[config.mk]
export PLATFORM = sky130hd
export DESIGN_NAME = utf8_to_utf16_transcoder_top
export DESIGN_NICKNAME = d
export VERILOG_FILES = /design/src/rtl/u8u16_pkg.sv /design/src/rtl/utf8_to_utf16_transcoder_top.sv
export SDC_FILE = /design/constraint.sdc
export NUM_CORES = 1
export LEC_CHECK = 0
export BUFFER_PORTS_ARGS = -buffer_cell sky130_fd_sc_hd__buf_2
export CORE_MARGIN = 3
export CORE_UTILIZATION = 29
export CTS_CLUSTER_SIZE = 28
export DETAILED_ROUTE_END_ITERATION = 7
export PLACE_DENSITY = 0.49
export SLEW_MARGIN = 0
export SYNTH_ARGS = -nofsm -noshare
export SYNTH_HDL_FRONTEND = slang
export SYNTH_SLANG_ARGS = --single-unit
[constraint.sdc]
create_clock -name clk -period 6.9 [get_ports clk]
set_clock_uncertainty 0.1 [all_clocks]
set_input_delay 1.38 -clock clk [delete_from_list [all_inputs] [get_ports clk]]
set_output_delay 1.38 -clock clk [all_outputs]
set_load 0.005 [all_outputs]
[src/rtl/u8u16_pkg.sv]
`default_nettype none
// ----------------------------------------------------------------------------
// u8u16_pkg
// Shared constants and helpers for the UTF-8 to UTF-16 transcoder.
// ----------------------------------------------------------------------------
package u8u16_pkg;

	localparam int unsigned UNIT_W   = 16;
	localparam int unsigned CP_W     = 21;
	localparam int unsigned BURST_N  = 4;
	localparam int unsigned HELD_N   = 3;

	localparam logic [UNIT_W-1:0] REPL_UNIT    = 16'hFFFD;
	localparam logic [CP_W-1:0]   SUPP_BASE    = 21'h10000;
	localparam logic [UNIT_W-1:0] SURR_HI_BASE = 16'hD800;
	localparam logic [UNIT_W-1:0] SURR_LO_BASE = 16'hDC00;

	typedef logic [UNIT_W-1:0] unit_t;
	typedef logic [2:0]        seq_len_t;
	typedef logic [2:0]        burst_cnt_t;

	localparam seq_len_t LEN_NONE = 3'd0;
	localparam seq_len_t LEN_TWO  = 3'd2;
	localparam seq_len_t LEN_THREE = 3'd3;
	localparam seq_len_t LEN_FOUR = 3'd4;

	// sequence length announced by a lead byte, LEN_NONE when not a lead
	function automatic seq_len_t lead_len(input logic [7:0] b);
		seq_len_t len;
		case (b) inside
			[8'hC0:8'hDF]: len = LEN_TWO;
			[8'hE0:8'hEF]: len = LEN_THREE;
			[8'hF0:8'hF7]: len = LEN_FOUR;
			default:       len = LEN_NONE;
		endcase
		return len;
	endfunction

endpackage
`default_nettype wire

[src/rtl/utf8_to_utf16_transcoder_top.sv]
`default_nettype none
// ----------------------------------------------------------------------------
// utf8_to_utf16_transcoder_top
// UTF-8 byte stream in, UTF-16 code units out, with U+FFFD for bad bytes.
// ----------------------------------------------------------------------------
// Takes one byte per cycle as long as each byte gives at most one code unit
// and the output is not stalled. A byte that gives k units (a surrogate pair,
// or U+FFFD for each held byte of a broken sequence, up to four) keeps the
// next byte waiting while the output burst register hands out its units, one
// per cycle unless the output is stalled. A byte that only extends a sequence
// gives no unit and never waits for the output. A byte passes an input
// register, then the decode into the burst register. Overlong forms and
// encoded surrogates are passed through unchecked.
module utf8_to_utf16_transcoder_top (
	input  wire logic                   clk,
	input  wire logic                   arst_n,
	input  wire logic                   src_valid,
	output      logic                   src_stall,
	input  wire logic [7:0]             in_byte,
	input  wire logic                   end_of_text,
	output      logic                   dst_valid,
	input  wire logic                   dst_stall,
	output      u8u16_pkg::unit_t       code_unit,
	output      logic                   is_replacement,
	output      logic                   run_last,
	output      logic                   text_last
);
	import u8u16_pkg::*;

	// input stage
	logic       valid_s1;
	logic [7:0] byte_s1;
	logic       eot_s1;

	// sequence state
	logic [7:0] held_q [HELD_N];
	logic [1:0] held_cnt_q;
	seq_len_t   exp_len_q;

	// output burst
	unit_t      buf_unit_q [BURST_N];
	logic       buf_repl_q [BURST_N];
	burst_cnt_t buf_cnt_q;
	logic       buf_eot_q;

	logic       src_acc, dst_acc, burst_free, move, load;

	// decode results
	burst_cnt_t n_rep;
	logic [1:0] tail_n;
	burst_cnt_t res_n;
	unit_t      tail_unit [2];
	logic       tail_repl;
	logic       hold_en;
	logic [1:0] hold_idx;
	logic [1:0] nxt_cnt;
	seq_len_t   nxt_len;
	unit_t      res_unit [BURST_N];
	logic       res_repl [BURST_N];

	logic       cont, lead_path;
	seq_len_t   blen;
	logic [CP_W-1:0] cp, adj;

	assign src_acc    = src_valid && !src_stall;
	assign dst_acc    = dst_valid && !dst_stall;
	assign burst_free = (buf_cnt_q == '0) || (buf_cnt_q == burst_cnt_t'(1) && dst_acc);
	assign move       = valid_s1 && (burst_free || res_n == '0);
	assign load       = move && res_n != '0;
	assign src_stall  = valid_s1 && !move;

	always_comb begin
		cont      = byte_s1[7:6] == 2'b10;
		blen      = lead_len(byte_s1);
		lead_path = !(held_cnt_q != '0 && cont);
		n_rep     = '0;
		tail_n    = '0;
		tail_unit[0] = REPL_UNIT;
		tail_unit[1] = REPL_UNIT;
		tail_repl = 1'b0;
		hold_en   = 1'b0;
		hold_idx  = '0;
		nxt_cnt   = held_cnt_q;
		nxt_len   = exp_len_q;

		case (exp_len_q)
			LEN_TWO:   cp = {10'd0, held_q[0][4:0], byte_s1[5:0]};
			LEN_THREE: cp = {5'd0, held_q[0][3:0], held_q[1][5:0], byte_s1[5:0]};
			default:   cp = {held_q[0][2:0], held_q[1][5:0], held_q[2][5:0], byte_s1[5:0]};
		endcase
		adj = cp - SUPP_BASE;

		if (held_cnt_q != '0) begin
			if (cont) begin
				if ({1'b0, held_cnt_q} + 3'd1 == exp_len_q) begin
					if (cp < SUPP_BASE) begin
						tail_n       = 2'd1;
						tail_unit[0] = cp[UNIT_W-1:0];
					end else begin
						tail_n       = 2'd2;
						tail_unit[0] = SURR_HI_BASE + {5'd0, adj[20:10]};
						tail_unit[1] = SURR_LO_BASE + {6'd0, adj[9:0]};
					end
					nxt_cnt = '0;
					nxt_len = LEN_NONE;
				end else if (eot_s1) begin
					// cut off at the end: one replacement per held byte and this one
					n_rep   = {1'b0, held_cnt_q} + 3'd1;
					nxt_cnt = '0;
					nxt_len = LEN_NONE;
				end else begin
					hold_en  = 1'b1;
					hold_idx = held_cnt_q;
					nxt_cnt  = held_cnt_q + 2'd1;
				end
			end else begin
				n_rep   = {1'b0, held_cnt_q};
				nxt_cnt = '0;
				nxt_len = LEN_NONE;
			end
		end

		if (lead_path) begin
			if (!byte_s1[7]) begin
				tail_n       = 2'd1;
				tail_unit[0] = {8'd0, byte_s1};
			end else if (blen == LEN_NONE || eot_s1) begin
				tail_n    = 2'd1;
				tail_repl = 1'b1;
			end else begin
				hold_en  = 1'b1;
				hold_idx = '0;
				nxt_cnt  = 2'd1;
				nxt_len  = blen;
			end
		end

		res_n = n_rep + {1'b0, tail_n};

		for (int k = 0; k < BURST_N; k++) begin
			if (burst_cnt_t'(k) < n_rep) begin
				res_unit[k] = REPL_UNIT;
				res_repl[k] = 1'b1;
			end else if (burst_cnt_t'(k) == n_rep) begin
				res_unit[k] = tail_unit[0];
				res_repl[k] = tail_repl;
			end else begin
				res_unit[k] = tail_unit[1];
				res_repl[k] = 1'b0;
			end
		end
	end

	always_ff @(posedge clk or negedge arst_n) begin
		if (!arst_n) begin
			valid_s1 <= 1'b0;
		end else if (src_acc) begin
			valid_s1 <= 1'b1;
		end else if (move) begin
			valid_s1 <= 1'b0;
		end
	end

	always_ff @(posedge clk) begin
		if (src_acc) begin
			byte_s1 <= in_byte;
			eot_s1  <= end_of_text;
		end
	end

	always_ff @(posedge clk or negedge arst_n) begin
		if (!arst_n) begin
			held_cnt_q <= '0;
			exp_len_q  <= LEN_NONE;
		end else if (move) begin
			held_cnt_q <= nxt_cnt;
			exp_len_q  <= nxt_len;
		end
	end

	always_ff @(posedge clk) begin
		if (move && hold_en) begin
			held_q[hold_idx] <= byte_s1;
		end
	end

	always_ff @(posedge clk or negedge arst_n) begin
		if (!arst_n) begin
			buf_cnt_q <= '0;
		end else if (load) begin
			buf_cnt_q <= res_n;
		end else if (dst_acc) begin
			buf_cnt_q <= buf_cnt_q - burst_cnt_t'(1);
		end
	end

	always_ff @(posedge clk) begin
		if (load) begin
			buf_eot_q <= eot_s1;
			for (int k = 0; k < BURST_N; k++) begin
				buf_unit_q[k] <= res_unit[k];
				buf_repl_q[k] <= res_repl[k];
			end
		end else if (dst_acc) begin
			// shift the next unit to the head
			for (int k = 0; k < BURST_N - 1; k++) begin
				buf_unit_q[k] <= buf_unit_q[k+1];
				buf_repl_q[k] <= buf_repl_q[k+1];
			end
		end
	end

	assign dst_valid      = buf_cnt_q != '0;
	assign code_unit      = buf_unit_q[0];
	assign is_replacement = buf_repl_q[0];
	assign run_last       = buf_cnt_q == burst_cnt_t'(1);
	assign text_last      = run_last && buf_eot_q;

	// held count and announced length agree
	a_held_len: assert property (@(posedge clk) disable iff (!arst_n)
		held_cnt_q != '0 |-> exp_len_q > {1'b0, held_cnt_q})
		else $error("held count not below announced length");

	a_idle_len: assert property (@(posedge clk) disable iff (!arst_n)
		held_cnt_q == '0 |-> exp_len_q == LEN_NONE)
		else $error("length kept with nothing held");

	a_burst_cnt: assert property (@(posedge clk) disable iff (!arst_n)
		buf_cnt_q <= burst_cnt_t'(BURST_N))
		else $error("burst count overflow");

	// end of text always flushes the sequence state
	a_eot_flush: assert property (@(posedge clk) disable iff (!arst_n)
		move && eot_s1 |=> held_cnt_q == '0)
		else $error("sequence state left after end of text");

	a_stall_src: assert property (@(posedge clk) disable iff (!arst_n)
		src_stall |-> valid_s1 && buf_cnt_q != '0)
		else $error("input stalled with empty pipeline");

endmodule
`default_nettype wire
==> PnR_summary.wiki, run 1 <==
{| class="wikitable"
! Metric !! Value
|-
| Sequential element share of the synthesized area || between 50 and 60%
|-
| Top post-synthesis cells by count || edfxtp_1 (95), nor2_1 (53), a21oi_1 (38), nand2_1 (35), inv_1 (18)
|-
| Number of nets produced by synthesis || roughly 480
|-
| Cell variety after synth || 63
|-
| Iteration-0 DRC Markers || roughly 320
|-
| Post-synthesis cell type with the largest combined area || edfxtp_1
|-
| Setup repair after global routing missed its margin || false
|-
| Cell family contributing the most delay on the critical path || simple AND/OR/NAND/NOR gates
|-
| Cells after Synth || around 460
|-
| Clock slew at the register clock pins of the worst setup and hold paths || 0.07 ns
|-
| Number of cell instances on the worst register-to-register path || 13
|-
| Global placer's final weighted congestion || about 0.8
|-
| DRC violation count after routing || 0
|-
| Routed Wire Length || roughly 11000 µm
|-
| Origin of the worst setup path || held_cnt_q[0]
|-
| Area growth, synth to finish || 10.1%
|-
| Number of global-route vias before repair || 3400
|-
| Leak || 1.99 nW
|-
| Largest stage delay on the critical path || 0.53 ns
|-
| Largest fanout on the critical path || 11
|-
| Number of setup violations in the final report || 0
|-
| Number of hold buffers added after CTS || 0
|-
| Count of placed standard cells including taps || 683
|-
| Area of the core || 17500 µm²
|-
| Arrival time of data at the critical path endpoint || between 4 and 5 ns
|-
| HPWL after detailed placement || slightly above 8000 µm
|-
| Antenna cell count || 0
|-
| DR vias/cell || 4.96
|-
| Root Driver || clkbuf_16
|-
| Starting density of the core || 30.0%
|-
| Achievable clock frequency || around 0.17 GHz
|-
| Critical Path End Type || primary output
|-
| Number of vias after detailed routing || 3467
|-
| Master of the slowest instance on the critical path || dfrtp_1
|-
| Std-Cell Rows || 48
|-
| Antenna violations before repair || 0
|-
| Clock latency reported for the late side of the worst-skew pair || between 0.3 and 0.4 ns
|-
| Per-instance average area after synthesis || about 11 µm²
|-
| Number of flip-flops and latches in the synthesized netlist || 104
|-
| Destination of the worst register-to-register timing path || held_q[2][2]
|-
| Final hold slack || 0.421 ns
|-
| CTS resizes || 0
|-
| Number of fill cells in the layout || 1794
|-
| Launch instance of the worst register-to-register path || held_cnt_q[0]
|-
| Total negative setup slack || 0 ns
|-
| Biggest area contributors in the synthesized netlist || edfxtp_1 (54%), dfrtp_1 (4.3%), nor2_1 (3.8%)
|-
| Startpoint Class || register
|-
| H-tree depth reported by CTS || 3
|-
| Routed len/inst || 16.4 µm
|-
| Global-route wire length before repair || 18700 µm
|-
| Worst min-delay path category || register to register
|-
| Pwr Density || 434 nW/µm²
|-
| Count of port buffers added during placement || 33
|-
| Top Ports || 34
|-
| Worst max-slew margin expressed relative to the limit || between 30% and 40%
|-
| Type of the worst setup path || register to primary output
|-
| Final-report max-slew violation count || 0
|-
| Worst Path Buf+Inv || 4
|-
| Post-layout instance area || 5800 µm²
|-
| Final-stage net count || 490
|-
| Max rail drop VDD || 0.229 mV
|-
| Maximum number of buffers from clock root to sink || 2
|-
| CTS tree || done
|-
| DIE AREA || 19800 µm²
|-
| Number of warnings issued by yosys || 0
|-
| Time the final worst path needs with I/O delays and setup || 5.84 ns
|-
| Final non-filler cell total || approximately 700
|-
| Required @ worst endpoint || about 5.4 ns
|-
| Ratio of cells with drive above 1 in the final layout || 12.9%
|-
| Register-to-register setup slack || 1.67 ns
|-
| Overflow left after global routing || 0
|-
| Antenna Nets Post-Route || 0
|-
| Floorplan die height || ~140 µm
|-
| MaxCap Viol Count || 0
|-
| First-pass DRT Iterations || 4
|-
| Status || finished clean
|-
| Number of buffers inserted during clock tree synthesis || 9
|-
| CP Cell Sequence || inv_1, ha_1, nor3b_1, and4_1, nand2b_1, inv_2, fa_1, nor4bb_1, o311ai_2, nand3_2, nor2_1, nand2_1, inv_1, buf_2
|-
| Utilization after layout || 33.1%
|-
| Worst setup path endpoint || src_stall
|-
| Final hold vios || 0
|-
| Flip-flop cell with the highest count after synthesis || edfxtp_1
|-
| Async set-reset flop share out of synthesis || 8.65%
|-
| Post-place instance area || 5530 µm²
|-
| Pin count of the biggest net entering global routing || 52
|-
| Count leader, synth || edfxtp_1
|-
| Mapped Area || 5260 µm²
|-
| Clock sinks || 104
|-
| Fraction of post-synthesis cell area in the top cell type by area || 54.2%
|-
| Share of the clock period used by the worst path || 84.6%
|-
| Die span in x || 141 µm
|-
| Number of enable flip-flop cells after synthesis || 95
|-
| Cell occurring most often along the worst timing path || inv_1
|-
| Global routing usage summed across all routing layers || 12.1%
|-
| Slew at the pin closest to its max-slew limit || around 1 ns
|-
| Post-CTS setup buffer count || 0
|-
| Instance count on the critical path || 14
|}
state kept, by name, summed over array words and instances, names as in the netlist:
name,count
buf_repl_q,4
buf_eot_q,1
byte_s1,8
eot_s1,1
valid_s1,1
buf_cnt_q,3
held_q,17
buf_unit_q,64
exp_len_q,3
held_cnt_q,2
worst min-delay path by stage:
stage	start	slack (ns)	endpoint	depth (start not counted)
after global placement	buf_unit_q[0][32]	0.40	buf_unit_q[0][16]	1
final	buf_unit_q[0][35]	0.42	buf_unit_q[0][19]	1
after global routing	buf_unit_q[0][54]	0.43	buf_unit_q[0][38]	1
after CTS	buf_unit_q[0][35]	0.42	buf_unit_q[0][19]	1
after floorplan	byte_s1[2]	0.39	held_q[0][2]	0
after detailed placement	buf_unit_q[0][34]	0.41	buf_unit_q[0][18]	1
per-layer routing:
metal / part of all wire, % / global-route usage, % / vias to the layer above
li1: - / - / 1726
met5: 0 / 0 / -
met4: 0.86 / 2.75 / 0
met3: 4.6 / 3.93 / 7
met2: 44 / 17.8 / 58
met1: 51 / 17.5 / 1676
layout make-up:
class                   instances  area (µm²)  share of cell area, %
well taps                     225         282                   4.86
clock buffers                  10         229                   3.95
repair buffers                 37         195                   3.37
flip-flops and latches        104        3080                   53.1
multi-input cells             298        1900                   32.8
inverters                      19        71.3                   1.23
clock inverters                 6        41.3                  0.712
placed cells by master (no fill, tap or decap), types with 2 or more instances in the layout:
cell type	instances
a221oi_1	5
nand2_1	35
a22o_1	12
o211a_1	3
nor3_1	4
o311ai_2	2
a21oi_1	38
buf_4	4
dfrtp_1	9
clkinv_1	2
xor2_1	4
nand4_1	2
and2_1	4
inv_1	18
or3_1	3
inv_6	2
nor2b_1	3
edfxtp_1	95
o21a_1	11
and3_1	4
a21o_1	12
a211oi_1	12
mux2i_1	4
o21ai_0	17
o22ai_1	2
clkbuf_16	9
ha_1	7
nor2_1	53
nand2b_1	8
o311ai_0	2
o221ai_1	3
mux2_2	2
buf_2	33
nand3_1	9
and4b_1	3
xnor2_1	4
o31ai_1	2
and4_1	2
power by group:
group | internal, W | switching [W]
clock | 0.000247 | 0.000235
sequential | 0.000977 | 0.000119
combinational | 0.000334 | 0.000607
logic make-up after synthesis:
family,after synthesis,share of synthesized area (%)
AND/OR/NAND/NOR,139,12.9
flip-flops,104,58.5
buffers and inverters,59,5.85
AO/OA/AOI/OAI,137,18.2
multiplexers,6,1.19
XOR/XNOR,8,1.33
adder cells (fa/ha/maj),8,2.04
metrics by stage:
stage / total power [W] / setup slack, ns
after CTS: 0.00255 / 1.09
after floorplan: 0.00183 / 0.725
after detailed placement: 0.00206 / 1.50
final: 0.00252 / 1.06
after global routing: 0.00272 / 0.591
after global placement: 0.00204 / 1.64
Note: power is estimated with default switching activity, not from simulation.
==> inputs of run 2 (changes only) <==
--- a/config.mk
+++ b/config.mk
@@ -10,7 +10,7 @@
 export CORE_UTILIZATION = 29
 export CTS_CLUSTER_SIZE = 28
 export DETAILED_ROUTE_END_ITERATION = 7
-export PLACE_DENSITY = 0.49
+export PLACE_DENSITY = 0.51
 export SLEW_MARGIN = 0
 export SYNTH_ARGS = -nofsm -noshare
 export SYNTH_HDL_FRONTEND = slang
==> constraint.sdc (replaced) <==
create_clock -name clk -period 4.7 [get_ports clk]
set_clock_uncertainty 0.1 [all_clocks]
set_input_delay 0.94 -clock clk [delete_from_list [all_inputs] [get_ports clk]]
set_output_delay 0.94 -clock clk [all_outputs]
set_load 0.005 [all_outputs]
==> PnR_summary.wiki, run 2 (synthesis results as in run 1) <==
{| class="wikitable"
! Metric !! Value
|-
| Final-report max-slew violation count || 0
|-
| Number of buffers inserted during clock tree synthesis || 9
|-
| Achievable clock frequency || approximately 0.22 GHz
|-
| Maximum number of buffers from clock root to sink || 2
|-
| Startpoint Class || register
|-
| Arrival time of data at the critical path endpoint || 3.47 ns
|-
| Post-place instance area || roughly 5700 µm²
|-
| Routed len/inst || 16.2 µm
|-
| H-tree depth reported by CTS || 3
|-
| Multi-input logic area || 1990 µm²
|-
| Master of the slowest instance on the critical path || fa_2
|-
| Final-stage net count || about 510
|-
| Time the final worst path needs with I/O delays and setup || 4.51 ns
|-
| Type of the worst setup path || register to primary output
|-
| Floorplan die height || 141 µm
|-
| Share of the clock period used by the worst path || ~96%
|-
| Final hold vios || 0
|-
| Most common cell after layout, fill and taps aside || edfxtp_1
|-
| Critical Path End Type || primary output
|-
| Global routing usage summed across all routing layers || 12.1%
|-
| Routed Wire Length || around 12000 µm
|-
| Antenna cell count || 0
|-
| Cell family contributing the most delay on the critical path || adder cells
|-
| Number of hold buffers added after CTS || 0
|-
| Root Driver || clkbuf_16
|-
| Global placer's final weighted congestion || 0.835
|-
| First-pass DRT Iterations || 5
|-
| Top Ports || 34
|-
| MaxCap Viol Count || 0
|-
| DRC violation count after routing || 0
|-
| Area of the core || approximately 18000 µm²
|-
| DR vias/cell || 4.98
|-
| Post-Place Setup Slack || between 0.15 and 0.2 ns
|-
| Post-layout instance area || between 6000 and 7000 µm²
|-
| Pin count of the biggest net entering global routing || 40
|-
| Leak || 2.10 nW
|-
| CP Cell Sequence || inv_1, ha_2, xor2_2, o31ai_2, o22ai_2, ha_1, fa_2, nor4bb_4, o311ai_2, nand3_4, nor2_1, nand2_1, inv_1, buf_2
|-
| Largest stage delay on the critical path || ~0.50 ns
|-
| Number of vias after detailed routing || 3589
|-
| Slew at the pin closest to its max-slew limit || 0.876 ns
|-
| Worst Path Buf+Inv || 3
|-
| Biggest registers after layout || buf_unit_q (64), held_q (17), byte_s1 (8)
|-
| HPWL after detailed placement || 8450 µm
|-
| Number of fill cells in the layout || 1776
|-
| Std-Cell Rows || 48
|-
| Overflow left after global routing || 0
|-
| Register ranked first by flip-flop count || buf_unit_q
|-
| Die span in x || 141 µm
|-
| Starting density of the core || between 30% and 40%
|-
| Area growth, synth to finish || 15.0%
|-
| Antenna violations before repair || 0
|-
| Required @ worst endpoint || roughly 3.7 ns
|-
| Iteration-0 DRC Markers || roughly 340
|-
| Most used cells in the layout excluding fill and tap cells || edfxtp_1 (95), nor2_1 (53), a21oi_1 (37)
|-
| Global-route wire length before repair || 19000 µm
|-
| Antenna Nets Post-Route || 0
|-
| Number of setup violations in the final report || 0
|-
| Clock slew at the register clock pins of the worst setup and hold paths || roughly 0.07 ns
|-
| Worst min-delay path category || primary input to async pin
|-
| Worst max-slew margin expressed relative to the limit || around two fifths
|-
| Register cell area after layout || around 3100 µm²
|-
| Max FFs per register || 64
|-
| Ratio of cells with drive above 1 in the final layout || approximately a fifth
|-
| Number of global-route vias before repair || ~3500
|-
| Clock sinks || 104
|-
| CTS tree || done
|-
| Worst-case setup margin in the final layout || 0.191 ns
|-
| Clock latency reported for the late side of the worst-skew pair || between 0.3 and 0.4 ns
|-
| Pwr Density || 635 nW/µm²
|-
| DIE AREA || 19800 µm²
|-
| Status || finished clean
|-
| Cell occurring most often along the worst timing path || inv_1
|-
| Total negative setup slack || 0 ns
|-
| Largest fanout on the critical path || 6
|-
| Max rail drop VDD || 0.229 mV
|-
| Count of port buffers added during placement || 33
|}
## run 2: cell count changes in the layout (fill, tap and decap cells not counted), moves of 2 or more
cell / change
buf_4: +20
clkbuf_1: +2
clkinv_1: -2
ha_1: -2
ha_2: +2
xnor2_1: -2
xnor2_2: +2
xor2_1: -2
xor2_2: +2
## run 2: per-stage QoR
stage	utilization, %	hold slack, ns	power [W]	cells
2_1_floorplan	-	0.387	0.00268	461
3_3_place_gp	32.3	0.386	0.00304	699
3_5_place_dp	32.3	0.392	0.00307	699
4_1_cts	34.0	0.326	0.00381	716
5_1_grt	34.5	0.339	0.00411	720
6_report	34.5	0.326	0.00384	720
## run 2: where the power goes
part	internal, W	switching, W
sequential	0.00143	0.000143
clock	0.000362	0.000336
combinational	0.000606	0.000968
total	0.00240	0.00145
## run 2: metal layers
metal | vias up | GRT usage [%] | share of wire [%]
li1 | 1768 | - | -
met1 | 1722 | 17.2 | 49
met2 | 83 | 18.2 | 45
met3 | 16 | 2.48 | 4.2
met4 | 0 | 4.44 | 1.8
met5 | - | 0 | 0
## run 2: worst paths after layout
path | from | end | slack (ns) | depth (start not counted)
max | held_cnt_q[1] | src_stall | 0.19 | 14
min | arst_n | held_cnt_q[1] | 0.33 | 1
max reg2reg | held_cnt_q[1] | buf_repl_q[0][0] | 0.32 | 14
min reg2reg | held_cnt_q[0] | held_cnt_q[0] | 0.40 | 1
max in group asynchronous | arst_n | buf_cnt_q[0] | 3.99 | 1
min in group clk | held_cnt_q[0] | held_cnt_q[0] | 0.40 | 1
## run 2: worst register-to-register path, cell delays in order (launching register included)
cell     delay (ns)
dfrtp_1        0.42
inv_1          0.12
ha_2           0.33
xor2_2         0.19
o31ai_2        0.28
o22ai_2        0.12
ha_1           0.23
fa_2           0.62
nor3_1         0.07
nand4_1        0.13
nand3_4        0.11
buf_4          0.18
o31a_1         0.35
nor3_4         0.63
a21oi_1        0.21
## run 2: area by class of cell
| type | count | share of cell area, % |
|---|---|---|
| inverters | 19 | 1.18 |
| flip-flops and latches | 104 | 50.8 |
| clock inverters | 4 | 0.496 |
| repair buffers | 58 | 6.03 |
| multi-input cells | 298 | 32.9 |
| well taps | 225 | 4.65 |
| clock buffers | 12 | 3.91 |
## run 2: repair_timing
action,CTS,global route
pin swaps,1,4
resized for setup,6,10
endpoints found under the setup margin,1,2
buffers inserted,1,4
==> inputs of run 3 (changes only) <==
--- a/config.mk
+++ b/config.mk
@@ -6,7 +6,7 @@
 export NUM_CORES = 1
 export LEC_CHECK = 0
 export BUFFER_PORTS_ARGS = -buffer_cell sky130_fd_sc_hd__buf_2
-export CORE_MARGIN = 3
+export CORE_MARGIN = 2
 export CORE_UTILIZATION = 29
 export CTS_CLUSTER_SIZE = 28
 export DETAILED_ROUTE_END_ITERATION = 7
==> PnR_summary.wiki, run 3 (synthesis results as in run 1) <==
{| class="wikitable"
! Metric !! Value
|-
| Critical Path End Type || primary output
|-
| Leak || 2.10 nW
|-
| Pwr Density || 639 nW/µm²
|-
| Time the final worst path needs with I/O delays and setup || 4.52 ns
|-
| Global-route wire length before repair || 18500 µm
|-
| Floorplan die height || 139 µm
|-
| Routed len/inst || 15.9 µm
|-
| MaxCap Viol Count || 0
|-
| Pin count of the biggest net entering global routing || 55
|-
| Area of the core || 17900 µm²
|-
| First-pass DRT Iterations || 5
|-
| Max FFs per register || 64
|-
| H-tree depth reported by CTS || 3
|-
| Required @ worst endpoint || 3.66 ns
|-
| Worst-case setup margin in the final layout || 0.176 ns
|-
| Top Ports || 34
|-
| Biggest registers after layout || buf_unit_q (64), held_q (17), byte_s1 (8)
|-
| Share of the clock period used by the worst path || a little over nine tenths
|-
| Achievable clock frequency || 0.221 GHz
|-
| Worst max-slew margin expressed relative to the limit || 34.0%
|-
| Std-Cell Rows || 49
|-
| Number of buffers inserted during clock tree synthesis || 9
|-
| Number of vias after detailed routing || ~3600
|-
| Maximum number of buffers from clock root to sink || 2
|-
| Max rail drop VDD || roughly 0.25 mV
|-
| Antenna violations before repair || 0
|-
| Slew at the pin closest to its max-slew limit || between 0.9 and 1 ns
|-
| Clock slew at the register clock pins of the worst setup and hold paths || 0.08 ns
|-
| Most common cell after layout, fill and taps aside || edfxtp_1
|-
| Starting density of the core || around 29%
|-
| Count of port buffers added during placement || 33
|-
| Routed Wire Length || 11500 µm
|-
| Final hold vios || 0
|-
| Post-route total power || between 0.003 and 0.004 W
|-
| Final-report max-slew violation count || 0
|-
| Die span in x || between 100 and 150 µm
|-
| Antenna Nets Post-Route || 0
|-
| Startpoint Class || register
|-
| Clock sinks || 104
|-
| HPWL after detailed placement || 8170 µm
|-
| Antenna cell count || 0
|-
| Register ranked first by flip-flop count || buf_unit_q
|-
| Largest fanout on the critical path || 6
|-
| Status || finished clean
|-
| Global placer's final weighted congestion || 0.860
|-
| Iteration-0 DRC Markers || 226
|-
| Arrival time of data at the critical path endpoint || 3.48 ns
|-
| Number of global-route vias before repair || 3387
|-
| DIE AREA || 19200 µm²
|-
| DRC violation count after routing || 0
|-
| Number of setup violations in the final report || 0
|-
| Post-Place Setup Slack || 0.214 ns
|-
| CTS tree || done
|-
| Clock latency reported for the late side of the worst-skew pair || 0.36 ns
|-
| Global routing usage summed across all routing layers || between 10% and 20%
|-
| Final-stage net count || just over 500
|-
| Root Driver || clkbuf_16
|-
| DR vias/cell || 4.99
|-
| Number of hold buffers added after CTS || 0
|-
| Ratio of cells with drive above 1 in the final layout || 19.3%
|-
| Total negative setup slack || 0 ns
|-
| Type of the worst setup path || register to primary output
|-
| Most used cells in the layout excluding fill and tap cells || edfxtp_1 (95), nor2_1 (53), a21oi_1 (37)
|-
| Overflow left after global routing || 0
|-
| Worst min-delay path category || primary input to async pin
|-
| Area growth, synth to finish || 15.7%
|}
==> run 3: worst paths after layout <==
check | startpoint | end | slack [ns] | cells past startpoint
max | held_cnt_q[0] | src_stall | 0.18 | 14
min | arst_n | buf_cnt_q[2] | 0.32 | 1
max reg2reg | held_cnt_q[0] | buf_unit_q[0][39] | 0.39 | 15
min reg2reg | held_cnt_q[0] | held_cnt_q[0] | 0.40 | 1
max in group asynchronous | arst_n | exp_len_q[0] | 3.98 | 1
min in group clk | held_cnt_q[0] | held_cnt_q[0] | 0.40 | 1
==> run 3: metrics by stage <==
step                      utilization (%)  hold slack, ns  std cells  area [µm²]
after floorplan                         -           0.387        461        5280
after global placement               31.6           0.386        702        5660
after detailed placement             31.6           0.391        702        5660
after global routing                 34.0           0.330        721        6090
after CTS                            33.5           0.317        718        5990
final                                34.0           0.322        721        6090
==> run 3: cell type report <==
| class | instances | area [µm²] |
|---|---|---|
| fill | 1808 | 11800 |
| sequential | 104 | 3080 |
| timing repair buffer | 55 | 343 |
| tap | 229 | 287 |
| multi-input combinational | 298 | 2030 |
| inverter | 19 | 73.8 |
| clock inverter | 6 | 52.6 |
| clock buffer | 10 | 229 |
==> run 3: where the power goes <==
part | leakage (nW) | internal, W | switching (W)
Clock | 0.136 | 0.000368 | 0.000356
Sequential | 0.919 | 0.00143 | 0.000148
Combinational | 1.04 | 0.000617 | 0.000971
Total | 2.10 | 0.00242 | 0.00148
==> run 3: critical path: stages, from the launching register on <==
cell and delay, ns:
dfrtp_1 0.39, inv_1 0.17, ha_4 0.26, xor2_4 0.18, o31ai_4 0.30, o22ai_1 0.14, ha_1 0.24, fa_2 0.53
nor4bb_4 0.30, o311ai_2 0.17, nand3_4 0.12, nor2_1 0.04, nand2_1 0.12, inv_1 0.05, buf_2 0.12
==> run 3: per-layer routing <==
metal,up-vias,GRT usage [%],part of all wire [%]
li1,1762,-,-
met1,1734,17.4,49
met2,86,18.3,45
met3,15,2.69,4.2
met4,0,4.63,1.8
met5,-,0,0
==> run 3: timing repair <==
item	CTS	global route
cloned	0	0
gates resized for setup	9	13
setup buffers	0	3
setup endpoints to repair	1	1
pin swaps	1	4
